**config.mk**
```make
export PLATFORM = sky130hd
export DESIGN_NAME = id3v2_text_frame_parser_unit_flat
export DESIGN_NICKNAME = d
export VERILOG_FILES = /design/src/sv/id3p_pkg.sv /design/src/sv/id3p_if.sv /design/src/sv/id3v2_text_frame_parser_unit.sv /design/src/sv/id3p_step.sv /design/src/flat_wrapper.sv
export SDC_FILE = /design/constraint.sdc
export NUM_CORES = 1
export LEC_CHECK = 0
export BUFFER_PORTS_ARGS = -buffer_cell sky130_fd_sc_hd__buf_4
export CAP_MARGIN = 20
export CORE_ASPECT_RATIO = 0.8
export CORE_MARGIN = 1
export CORE_UTILIZATION = 50
export CTS_CLUSTER_DIAMETER = 150
export DETAILED_ROUTE_END_ITERATION = 10
export PLACE_DENSITY = 0.68
export SYNTH_ARGS = -nofsm -noshare
export SYNTH_HDL_FRONTEND = slang
export SYNTH_SLANG_ARGS = --single-unit
```
**constraint.sdc**
```tcl
create_clock -name clk -period 12.28 [get_ports clk]
set_clock_uncertainty 0.1 [all_clocks]
set_input_delay 1.228 -clock clk [delete_from_list [all_inputs] [get_ports clk]]
set_output_delay 1.228 -clock clk [all_outputs]
set_load 0.03 [all_outputs]
```
**src/sv/id3p_pkg.sv**
```systemverilog
// Shared types, codes and helper functions of the ID3v2 text frame parser.
// Depends on nothing; the top level and id3p_step import it.
package id3p_pkg;

	localparam int unsigned ID_CHARS = 4;

	localparam logic [2:0] EV_TAG   = 3'd0;
	localparam logic [2:0] EV_FRAME = 3'd1;
	localparam logic [2:0] EV_CHAR  = 3'd2;
	localparam logic [2:0] EV_NOTAG = 3'd3;
	localparam logic [2:0] EV_END   = 3'd4;

	localparam logic [15:0] MAX_VERSION_RESET = 16'h0300;
	localparam logic [7:0]  BOM_SECOND_FIRST  = 8'hFE;
	localparam logic [31:0] TXXX_IDENT        = 32'h5458_5858;
	localparam logic [7:0]  TEXT_LEAD         = 8'h54;
	localparam logic [3:0]  HDR_LAST          = 4'd9;
	localparam logic [3:0]  FHDR_LAST         = 4'(ID_CHARS + 5);

	typedef enum logic [3:0] {
		PH_HDR   = 4'd0,
		PH_FHDR  = 4'd1,
		PH_ENC   = 4'd2,
		PH_ASCII = 4'd3,
		PH_BOM0  = 4'd4,
		PH_BOM1  = 4'd5,
		PH_PAIR  = 4'd6,
		PH_SKIP  = 4'd7,
		PH_IDLE  = 4'd8
	} phase_t;

	typedef struct packed {
		phase_t      phase;
		logic [3:0]  byte_count;
		logic [15:0] version_word;
		logic [31:0] size_shift;
		logic [31:0] frame_ident;
		logic [31:0] frame_size_word;
		logic [31:0] bytes_left;
		logic        wide_text;
		logic        take_second_byte;
		logic        pair_half;
	} state_t;

	typedef struct packed {
		logic        valid;
		logic [2:0]  event_res;
		logic [31:0] value;
		logic [31:0] frame_length;
		logic        last_of_frame;
	} result_t;

	function automatic logic [7:0] magic_byte(input logic [1:0] k);
		case (k)
			2'd0:    magic_byte = 8'h49;
			2'd1:    magic_byte = 8'h44;
			default: magic_byte = 8'h33;
		endcase
	endfunction

	function automatic logic [31:0] synchsafe(input logic [31:0] s);
		synchsafe = {4'b0, s[30:24], s[22:16], s[14:8], s[6:0]};
	endfunction

	function automatic logic id_char_ok(input logic [7:0] c);
		id_char_ok = c inside {[8'h30:8'h39], [8'h41:8'h5A]};
	endfunction

	function automatic logic text_frame_ok(input logic [31:0] ident);
		logic ok;
		ok = 1'b1;
		for (int i = 0; i < ID_CHARS; i++) begin
			if (!id_char_ok(ident[8*i +: 8]))
				ok = 1'b0;
		end
		if (ident[31:24] != TEXT_LEAD)
			ok = 1'b0;
		if (ident == TXXX_IDENT)
			ok = 1'b0;
		text_frame_ok = ok;
	endfunction

endpackage

```
**src/sv/id3p_if.sv**
```systemverilog
// Channel interfaces of the ID3v2 text frame parser: byte input, event output
// and the configuration write channel. Depends on nothing.
interface id3p_in_if;
	logic       valid;
	logic       ready;
	logic [7:0] data_byte;
	logic       restart;

	modport source (output valid, output data_byte, output restart, input ready);
	modport sink (input valid, input data_byte, input restart, output ready);
endinterface

interface id3p_out_if;
	logic        valid;
	logic        ready;
	logic [2:0]  event_res;
	logic [31:0] value;
	logic [31:0] frame_length;
	logic        last_of_frame;

	modport source (output valid, output event_res, output value, output frame_length,
		output last_of_frame, input ready);
	modport sink (input valid, input event_res, input value, input frame_length,
		input last_of_frame, output ready);
endinterface

interface id3p_cfg_if;
	logic        valid;
	logic        ready;
	logic [15:0] max_version;

	modport source (output valid, output max_version, input ready);
	modport sink (input valid, input max_version, output ready);
endinterface

```
**src/sv/id3v2_text_frame_parser_unit.sv**
```systemverilog
// Top level of the ID3v2 text frame parser: input register, parse step and
// result register. Depends on id3p_pkg, the interfaces in id3p_if and id3p_step.
//
// Throughput: one byte per cycle while the consumer takes events, whatever the byte stream holds.
// A byte is registered in stage one, passes the single parse step, and its event,
// if any, is registered in the result register, from which the consumer takes
// it. Reset clears the parser state, both stage valids, and loads max_version
// with 0x0300; the block is ready in the cycle after reset.
module id3v2_text_frame_parser_unit (
	input logic        clk,
	input logic        arst_n,
	id3p_in_if.sink    byte_in,
	id3p_out_if.source event_out,
	id3p_cfg_if.sink   cfg
);
	import id3p_pkg::*;

	// Stage one holds the accepted byte; stage two holds the finished event.
	logic        valid_s1;
	logic [7:0]  data_byte_s1;
	logic        restart_s1;
	result_t     res_s2;
	state_t      state_q;
	logic [15:0] max_version_q;

	state_t  state_nxt;
	result_t res_nxt;
	logic    advance;

	// The byte in stage one moves on whenever the result register is empty or is
	// being emptied in this cycle, so a stalled consumer holds one event and one
	// byte and the producer sees ready fall only then.
	assign advance = valid_s1 && (!res_s2.valid || event_out.ready);
	assign byte_in.ready = !valid_s1 || advance;

	// The configuration register is always writable; the user must write it only while
	// the parser is idle, and the block itself does not enforce this.
	assign cfg.ready = 1'b1;

	always_ff @(posedge clk or negedge arst_n) begin
		if (!arst_n) begin
			max_version_q <= MAX_VERSION_RESET;
		end else if (cfg.valid) begin
			max_version_q <= cfg.max_version;
		end
	end

	always_ff @(posedge clk or negedge arst_n) begin
		if (!arst_n) begin
			valid_s1 <= 1'b0;
		end else if (byte_in.valid && byte_in.ready) begin
			valid_s1 <= 1'b1;
		end else if (advance) begin
			valid_s1 <= 1'b0;
		end
	end

	always_ff @(posedge clk) begin
		if (byte_in.valid && byte_in.ready) begin
			data_byte_s1 <= byte_in.data_byte;
			restart_s1 <= byte_in.restart;
		end
	end

	id3p_step u_step (
		.st          (state_q),
		.data_byte   (data_byte_s1),
		.restart     (restart_s1),
		.max_version (max_version_q),
		.nxt         (state_nxt),
		.res         (res_nxt)
	);

	// The parser state only moves when a byte actually passes the step.
	always_ff @(posedge clk or negedge arst_n) begin
		if (!arst_n) begin
			state_q <= '0;
		end else if (advance) begin
			state_q <= state_nxt;
		end
	end

	// A byte that causes no event leaves the result register empty; that is safe
	// because advancing while a result was held implies the result was taken.
	always_ff @(posedge clk or negedge arst_n) begin
		if (!arst_n) begin
			res_s2 <= '0;
		end else if (advance) begin
			res_s2 <= res_nxt;
		end else if (event_out.ready) begin
			res_s2.valid <= 1'b0;
		end
	end

	assign event_out.valid = res_s2.valid;
	assign event_out.event_res = res_s2.event_res;
	assign event_out.value = res_s2.value;
	assign event_out.frame_length = res_s2.frame_length;
	assign event_out.last_of_frame = res_s2.last_of_frame;

	// Once parsing has ended only a restart byte can leave the idle phase.
	a_idle_sticky: assert property (@(posedge clk) disable iff (!arst_n)
		(advance && state_q.phase == PH_IDLE && !restart_s1) |=> state_q.phase == PH_IDLE)
		else $error("parser left the idle phase without a restart");

	// The header byte counter never runs past the last header byte.
	a_count_bound: assert property (@(posedge clk) disable iff (!arst_n)
		state_q.byte_count <= FHDR_LAST)
		else $error("header byte counter out of range");

	// Events that end parsing must leave the parser idle.
	a_end_idles: assert property (@(posedge clk) disable iff (!arst_n)
		(advance && res_nxt.valid && (res_nxt.event_res == EV_NOTAG
		|| res_nxt.event_res == EV_END)) |=> state_q.phase == PH_IDLE)
		else $error("end event without the idle phase");

	// A byte held in stage one is never dropped while the output is stalled.
	a_s1_holds: assert property (@(posedge clk) disable iff (!arst_n)
		(valid_s1 && !advance) |=> valid_s1)
		else $error("stalled byte lost from stage one");

	// A pending result is not overwritten while the consumer stalls.
	a_res_holds: assert property (@(posedge clk) disable iff (!arst_n)
		(res_s2.valid && !event_out.ready) |=> res_s2.valid && $stable(res_s2.value))
		else $error("pending result overwritten");

endmodule

```
**src/sv/id3p_step.sv**
```systemverilog
// Per-byte parse step: next parser state and the optional event for one byte.
// Depends on id3p_pkg for the state, result and phase types.
module id3p_step (
	input  id3p_pkg::state_t  st,
	input  logic [7:0]        data_byte,
	input  logic              restart,
	input  logic [15:0]       max_version,
	output id3p_pkg::state_t  nxt,
	output id3p_pkg::result_t res
);
	import id3p_pkg::*;

	state_t      s;
	logic [31:0] bl_dec;
	logic [15:0] ver;
	logic [31:0] shifted;

	always_comb begin
		s = restart ? '0 : st;
		nxt = s;
		res = '0;
		bl_dec = s.bytes_left - 32'd1;
		ver = {s.version_word[15:8], data_byte};
		shifted = {s.size_shift[23:0], data_byte};

		case (s.phase)
			PH_HDR: begin
				nxt.byte_count = s.byte_count + 4'd1;
				if (s.byte_count < 4'd3) begin
					if (data_byte != magic_byte(s.byte_count[1:0])) begin
						nxt.phase = PH_IDLE;
						res.valid = 1'b1;
						res.event_res = EV_NOTAG;
					end
				end else if (s.byte_count == 4'd3) begin
					nxt.version_word = {data_byte, 8'h00};
				end else if (s.byte_count == 4'd4) begin
					nxt.version_word = ver;
					if (ver > max_version) begin
						nxt.phase = PH_IDLE;
						res.valid = 1'b1;
						res.event_res = EV_NOTAG;
					end
				end else if (s.byte_count >= 4'd6) begin
					nxt.size_shift = shifted;
					if (s.byte_count == HDR_LAST) begin
						nxt.phase = PH_FHDR;
						nxt.byte_count = '0;
						res.valid = 1'b1;
						res.event_res = EV_TAG;
						res.value = synchsafe(shifted);
					end
				end
			end

			PH_FHDR: begin
				nxt.byte_count = s.byte_count + 4'd1;
				if (s.byte_count < 4'(ID_CHARS))
					nxt.frame_ident = {s.frame_ident[23:0], data_byte};
				else if (s.byte_count < 4'(ID_CHARS + 4))
					nxt.frame_size_word = {s.frame_size_word[23:0], data_byte};
				if (s.byte_count >= FHDR_LAST) begin
					nxt.byte_count = '0;
					if (text_frame_ok(s.frame_ident)) begin
						nxt.phase = PH_ENC;
					end else begin
						nxt.phase = PH_IDLE;
						res.valid = 1'b1;
						res.event_res = EV_END;
					end
				end
			end

			PH_ENC: begin
				nxt.bytes_left = s.frame_size_word - 32'd1;
				res.valid = 1'b1;
				res.event_res = EV_FRAME;
				res.value = s.frame_ident;
				res.frame_length = s.frame_size_word;
				if (data_byte == 8'd0 && s.frame_size_word >= 32'd2) begin
					nxt.wide_text = 1'b0;
					nxt.phase = PH_ASCII;
				end else if (data_byte == 8'd1 && s.frame_size_word != 32'd0) begin
					nxt.wide_text = 1'b1;
					if (nxt.bytes_left >= 32'd2)
						nxt.phase = PH_BOM0;
					else if (nxt.bytes_left == 32'd1)
						nxt.phase = PH_SKIP;
					else
						nxt.phase = PH_FHDR;
				end else begin
					nxt.phase = PH_IDLE;
					res.event_res = EV_END;
					res.value = '0;
					res.frame_length = '0;
				end
			end

			PH_ASCII: begin
				nxt.bytes_left = bl_dec;
				if (bl_dec == 32'd0)
					nxt.phase = PH_FHDR;
				res.valid = 1'b1;
				res.event_res = EV_CHAR;
				res.value = {24'h0, data_byte};
				res.last_of_frame = (bl_dec == 32'd0);
			end

			PH_BOM0: begin
				nxt.take_second_byte = (data_byte == BOM_SECOND_FIRST);
				nxt.bytes_left = bl_dec;
				nxt.phase = PH_BOM1;
			end

			PH_BOM1: begin
				nxt.bytes_left = bl_dec;
				nxt.pair_half = 1'b0;
				if (bl_dec >= 32'd2)
					nxt.phase = PH_PAIR;
				else if (bl_dec == 32'd1)
					nxt.phase = PH_SKIP;
				else
					nxt.phase = PH_FHDR;
			end

			PH_PAIR: begin
				nxt.bytes_left = bl_dec;
				nxt.pair_half = ~s.pair_half;
				if (s.pair_half) begin
					if (bl_dec >= 32'd2)
						nxt.phase = PH_PAIR;
					else if (bl_dec == 32'd1)
						nxt.phase = PH_SKIP;
					else
						nxt.phase = PH_FHDR;
				end
				if (s.pair_half == s.take_second_byte) begin
					res.valid = 1'b1;
					res.event_res = EV_CHAR;
					res.value = {24'h0, data_byte};
					res.last_of_frame = s.pair_half ? (s.bytes_left < 32'd3)
						: (s.bytes_left < 32'd4);
				end
			end

			PH_SKIP: begin
				nxt.bytes_left = bl_dec;
				if (bl_dec == 32'd0)
					nxt.phase = PH_FHDR;
			end

			default: begin
				nxt.phase = PH_IDLE;
			end
		endcase
	end

endmodule
```
**src/flat_wrapper.sv**
```systemverilog
// flat-port wrapper written by rule: the top's interface ports become plain ports
module id3v2_text_frame_parser_unit_flat import id3p_pkg::*;
  (clk, arst_n, byte_in_valid, byte_in_data_byte, byte_in_restart, byte_in_ready, event_out_valid, event_out_event_res, event_out_value, event_out_frame_length, event_out_last_of_frame, event_out_ready, cfg_valid, cfg_max_version, cfg_ready);
  id3p_in_if byte_in_i ();
  id3p_out_if event_out_i ();
  id3p_cfg_if cfg_i ();
  input logic clk;
  input logic arst_n;
  input wire logic [$bits(byte_in_i.valid)-1:0] byte_in_valid;
  input wire logic [$bits(byte_in_i.data_byte)-1:0] byte_in_data_byte;
  input wire logic [$bits(byte_in_i.restart)-1:0] byte_in_restart;
  output wire logic [$bits(byte_in_i.ready)-1:0] byte_in_ready;
  output wire logic [$bits(event_out_i.valid)-1:0] event_out_valid;
  output wire logic [$bits(event_out_i.event_res)-1:0] event_out_event_res;
  output wire logic [$bits(event_out_i.value)-1:0] event_out_value;
  output wire logic [$bits(event_out_i.frame_length)-1:0] event_out_frame_length;
  output wire logic [$bits(event_out_i.last_of_frame)-1:0] event_out_last_of_frame;
  input wire logic [$bits(event_out_i.ready)-1:0] event_out_ready;
  input wire logic [$bits(cfg_i.valid)-1:0] cfg_valid;
  input wire logic [$bits(cfg_i.max_version)-1:0] cfg_max_version;
  output wire logic [$bits(cfg_i.ready)-1:0] cfg_ready;
  assign byte_in_i.valid = byte_in_valid;
  assign byte_in_i.data_byte = byte_in_data_byte;
  assign byte_in_i.restart = byte_in_restart;
  assign byte_in_ready = byte_in_i.ready;
  assign event_out_valid = event_out_i.valid;
  assign event_out_event_res = event_out_i.event_res;
  assign event_out_value = event_out_i.value;
  assign event_out_frame_length = event_out_i.frame_length;
  assign event_out_last_of_frame = event_out_i.last_of_frame;
  assign event_out_i.ready = event_out_ready;
  assign cfg_i.valid = cfg_valid;
  assign cfg_i.max_version = cfg_max_version;
  assign cfg_ready = cfg_i.ready;
  id3v2_text_frame_parser_unit u_core (.clk(clk), .arst_n(arst_n), .byte_in(byte_in_i), .event_out(event_out_i), .cfg(cfg_i));
endmodule
```
==> run metrics <==
crit start category register; Worst EP arrival 6.05 ns; Gate power share 27.5%; Synth Area in XOR/XNOR 2.010%; via count 12487; CTS tree done; routed wire length 42890 um; period utilization 46.54%; register clock-pin slew on the reported worst setup and hold paths 0.06 ns; vias per std cell 6.335; Max-Cap Viols 0; Root Buffer clkbuf_16; Post-DP HPWL 28860 um; Antenna diodes 0; Slew Limit Fails 0; Synth area leader dfrtp_1; CTS Buffer Depth 3; DIE AREA 0.02768 mm^2; first-pass GRT wire length 67400 um; post-synth top area share 40.57%; VDD IR-drop max 0.1104 mV; top post-synthesis cells by area dfrtp_1, nand2_1, o21ai_0; GRT Util Overall 31.14%; core area 0.02639 mm^2; DRC viols 0; gpl congestion 0.9358; Post-synth top cells nand2_1, dfrtp_1, o21ai_0, clkbuf_1, nand3_1; leakage 6.954 nW; # port buffers 99; Layout area overhead 12.09%; Async SR Flop Fraction 96.09%; DRT Pass-1 Iters 5; std cell rows 53; fin worst setup slack 6.565 ns; count leader, synth nand2_1; Unique masters post-synth 85; crit end category register; hold_buf cts 0; initial drt markers 1228; vias in the first global route 11666; fillers 2488; die height 149.0 um; Final setup viols 0; Num CTS Buffers 25; DP Area 0.01426 mm^2; mux share of post-synthesis cell area 0.3798%; flops & latches, synth 230; Highest Clock Rate 175.0 MHz; Post-Syn Area 0.01351 mm^2; Worst-Skew Late Latency 0.54 ns; Initial Util 51.18%; share of layout cells above drive strength 1 11.59%; part of the Yosys area used for sequential elements 42.96%; drt wl/cell 21.76 um; IO Count 101; syn nets 1647; Worst EP required 12.61 ns; Die X 185.8 um; Seq pwr share 38.2%; H-tree depth 1; grt ovf 0; Compound-Gate Fraction of Synth Area 21.83%; switch share 35.80%; pre-CTS setup slack 6.685 ns; multi-input logic area 0.006979 mm^2; Syn Area/Cell 8.495 um^2; Slew headroom 27.41%; status finished clean; Sw Pwr 0.8226 mW; TNS Setup 0 ns; Synth Area in Simple Gates 24.81%; clock group share of total power 34.3%; fin area 0.01514 mm^2; CP Class reg2reg; area occupied by registers 0.005803 mm^2; CP max FO 78; CTS sink cnt 230; Mapped Cells 1590; Post-synth EDFFs 9; Int Power 1.475 mW; fin util 57.36%; largest net degree at the start of global routing 89; largest family of logic cells by synthesized area simple AND/OR/NAND/NOR gates; yosys warns 0; RSZ-0062 raised after global routing false; Worst Hold Class reg2reg; Antenna Nets Post-Route 0; Hold Vio Cnt, Final 0; Main synth FF type dfrtp_1; post-CTS resize count 0; Cell Pwr Density 151.8 mW/mm^2; setup repair bufs after CTS 0; post-synthesis adder-cell area fraction 2.501%; post-route minimum period 5.715 ns; Worst Max-Slew Pin Slew 1.089 ns; Nets 1652; antenna violations before repair 0
## worst max-delay path, cell delays in order, from the launching register on
cell and delay, ns:
edfxtp_1 0.32, buf_4 0.59, clkinv_1 0.72, buf_4 0.48, nand2_1 0.18, ha_1 0.58
o21ai_1 0.42, a2111oi_1 0.68, nor4bb_1 0.35, nor4bb_1 0.47, a211oi_1 0.16, a311o_1 0.34
a21o_1 0.16
## power groups by stage
stage                     clock network (mW)  logic [mW]  registers (mW)
after floorplan                            0       0.464           0.851
after global placement                     0       0.620           0.887
after detailed placement                   0       0.620           0.887
after CTS                              0.795       0.624           0.874
after global routing                   0.829       0.688           0.882
final                                  0.788       0.632           0.877
## cell families after synthesis
family | after synthesis
xor+xnor | 31
flops | 230
mux | 5
buf+inv | 180
compound gates | 444
simple gates | 672
fa+ha+maj | 27
other cells | 1
## final timing paths
check	slack [ns]	cells after the start	to	startpoint
max in group asynchronous	10.13	2	u_core.event_out.value[18]	arst_n
worst max-delay path	6.57	12	u_core.state_q[153]	u_core.restart_s1
worst min-delay path	0.36	2	u_core.event_out.frame_length[12]	u_core.event_out.frame_length[12]
worst max register to register	6.57	12	u_core.state_q[153]	u_core.restart_s1
worst min register to register	0.36	2	u_core.event_out.frame_length[12]	u_core.event_out.frame_length[12]
min in group asynchronous	0.56	1	u_core.state_q[17]	arst_n
## flip-flops by register name, indices dropped and copies added (netlist names)
signal                          count
u_core.state_q                    135
u_core.event_out.event_res          3
u_core.valid_s1                     1
u_core.event_out.value             32
u_core.restart_s1                   1
u_core.data_byte_s1                 8
u_core.event_out.last_of_frame      1
u_core.event_out.frame_length      32
u_core.max_version_q               16
u_core.event_out.valid              1
## per-stage QoR
| stage | total power, mW | cells | hold slack, ns |
|---|---|---|---|
| 3_3_place_gp | 1.508 | 1923 | 0.3518 |
| 3_5_place_dp | 1.507 | 1923 | 0.3575 |
| 4_1_cts | 2.294 | 1969 | 0.3706 |
| 6_report | 2.298 | 1971 | 0.3637 |
| 2_1_floorplan | 1.315 | 1590 | 0.3584 |
| 5_1_grt | 2.399 | 1971 | 0.3889 |
## routing by layer
metal  vias to the layer above  track usage [%]  routed length, um
met2                       430            47.57              19040
met1                      6194            46.81              20410
met5                         -                0                  0
met3                        67            4.028               2415
li1                       5796                -                  -
met4                         0            6.967               1025
## layout by cell type, fill, tap and decap left out, types with 35 or more instances in the layout
cell type	instances
nand2_1	260
dfrtp_1	219
o21ai_0	142
buf_4	118
nand3_1	105
nor2_1	91
a22oi_1	72
a21oi_1	49
a22o_1	48
inv_1	37
nor3_1	35
## layout make-up
cell class | instances | share of cell area, %
Timing Repair Buffer | 120 | 6.083
Multi-Input combinational cell | 1180 | 46.10
Clock inverter | 12 | 0.9752
Inverter | 38 | 0.9422
Tap cell | 357 | 2.950
Sequential cell | 230 | 38.33
Clock buffer | 34 | 4.620
Note: power is estimated with default switching activity, not from simulation.
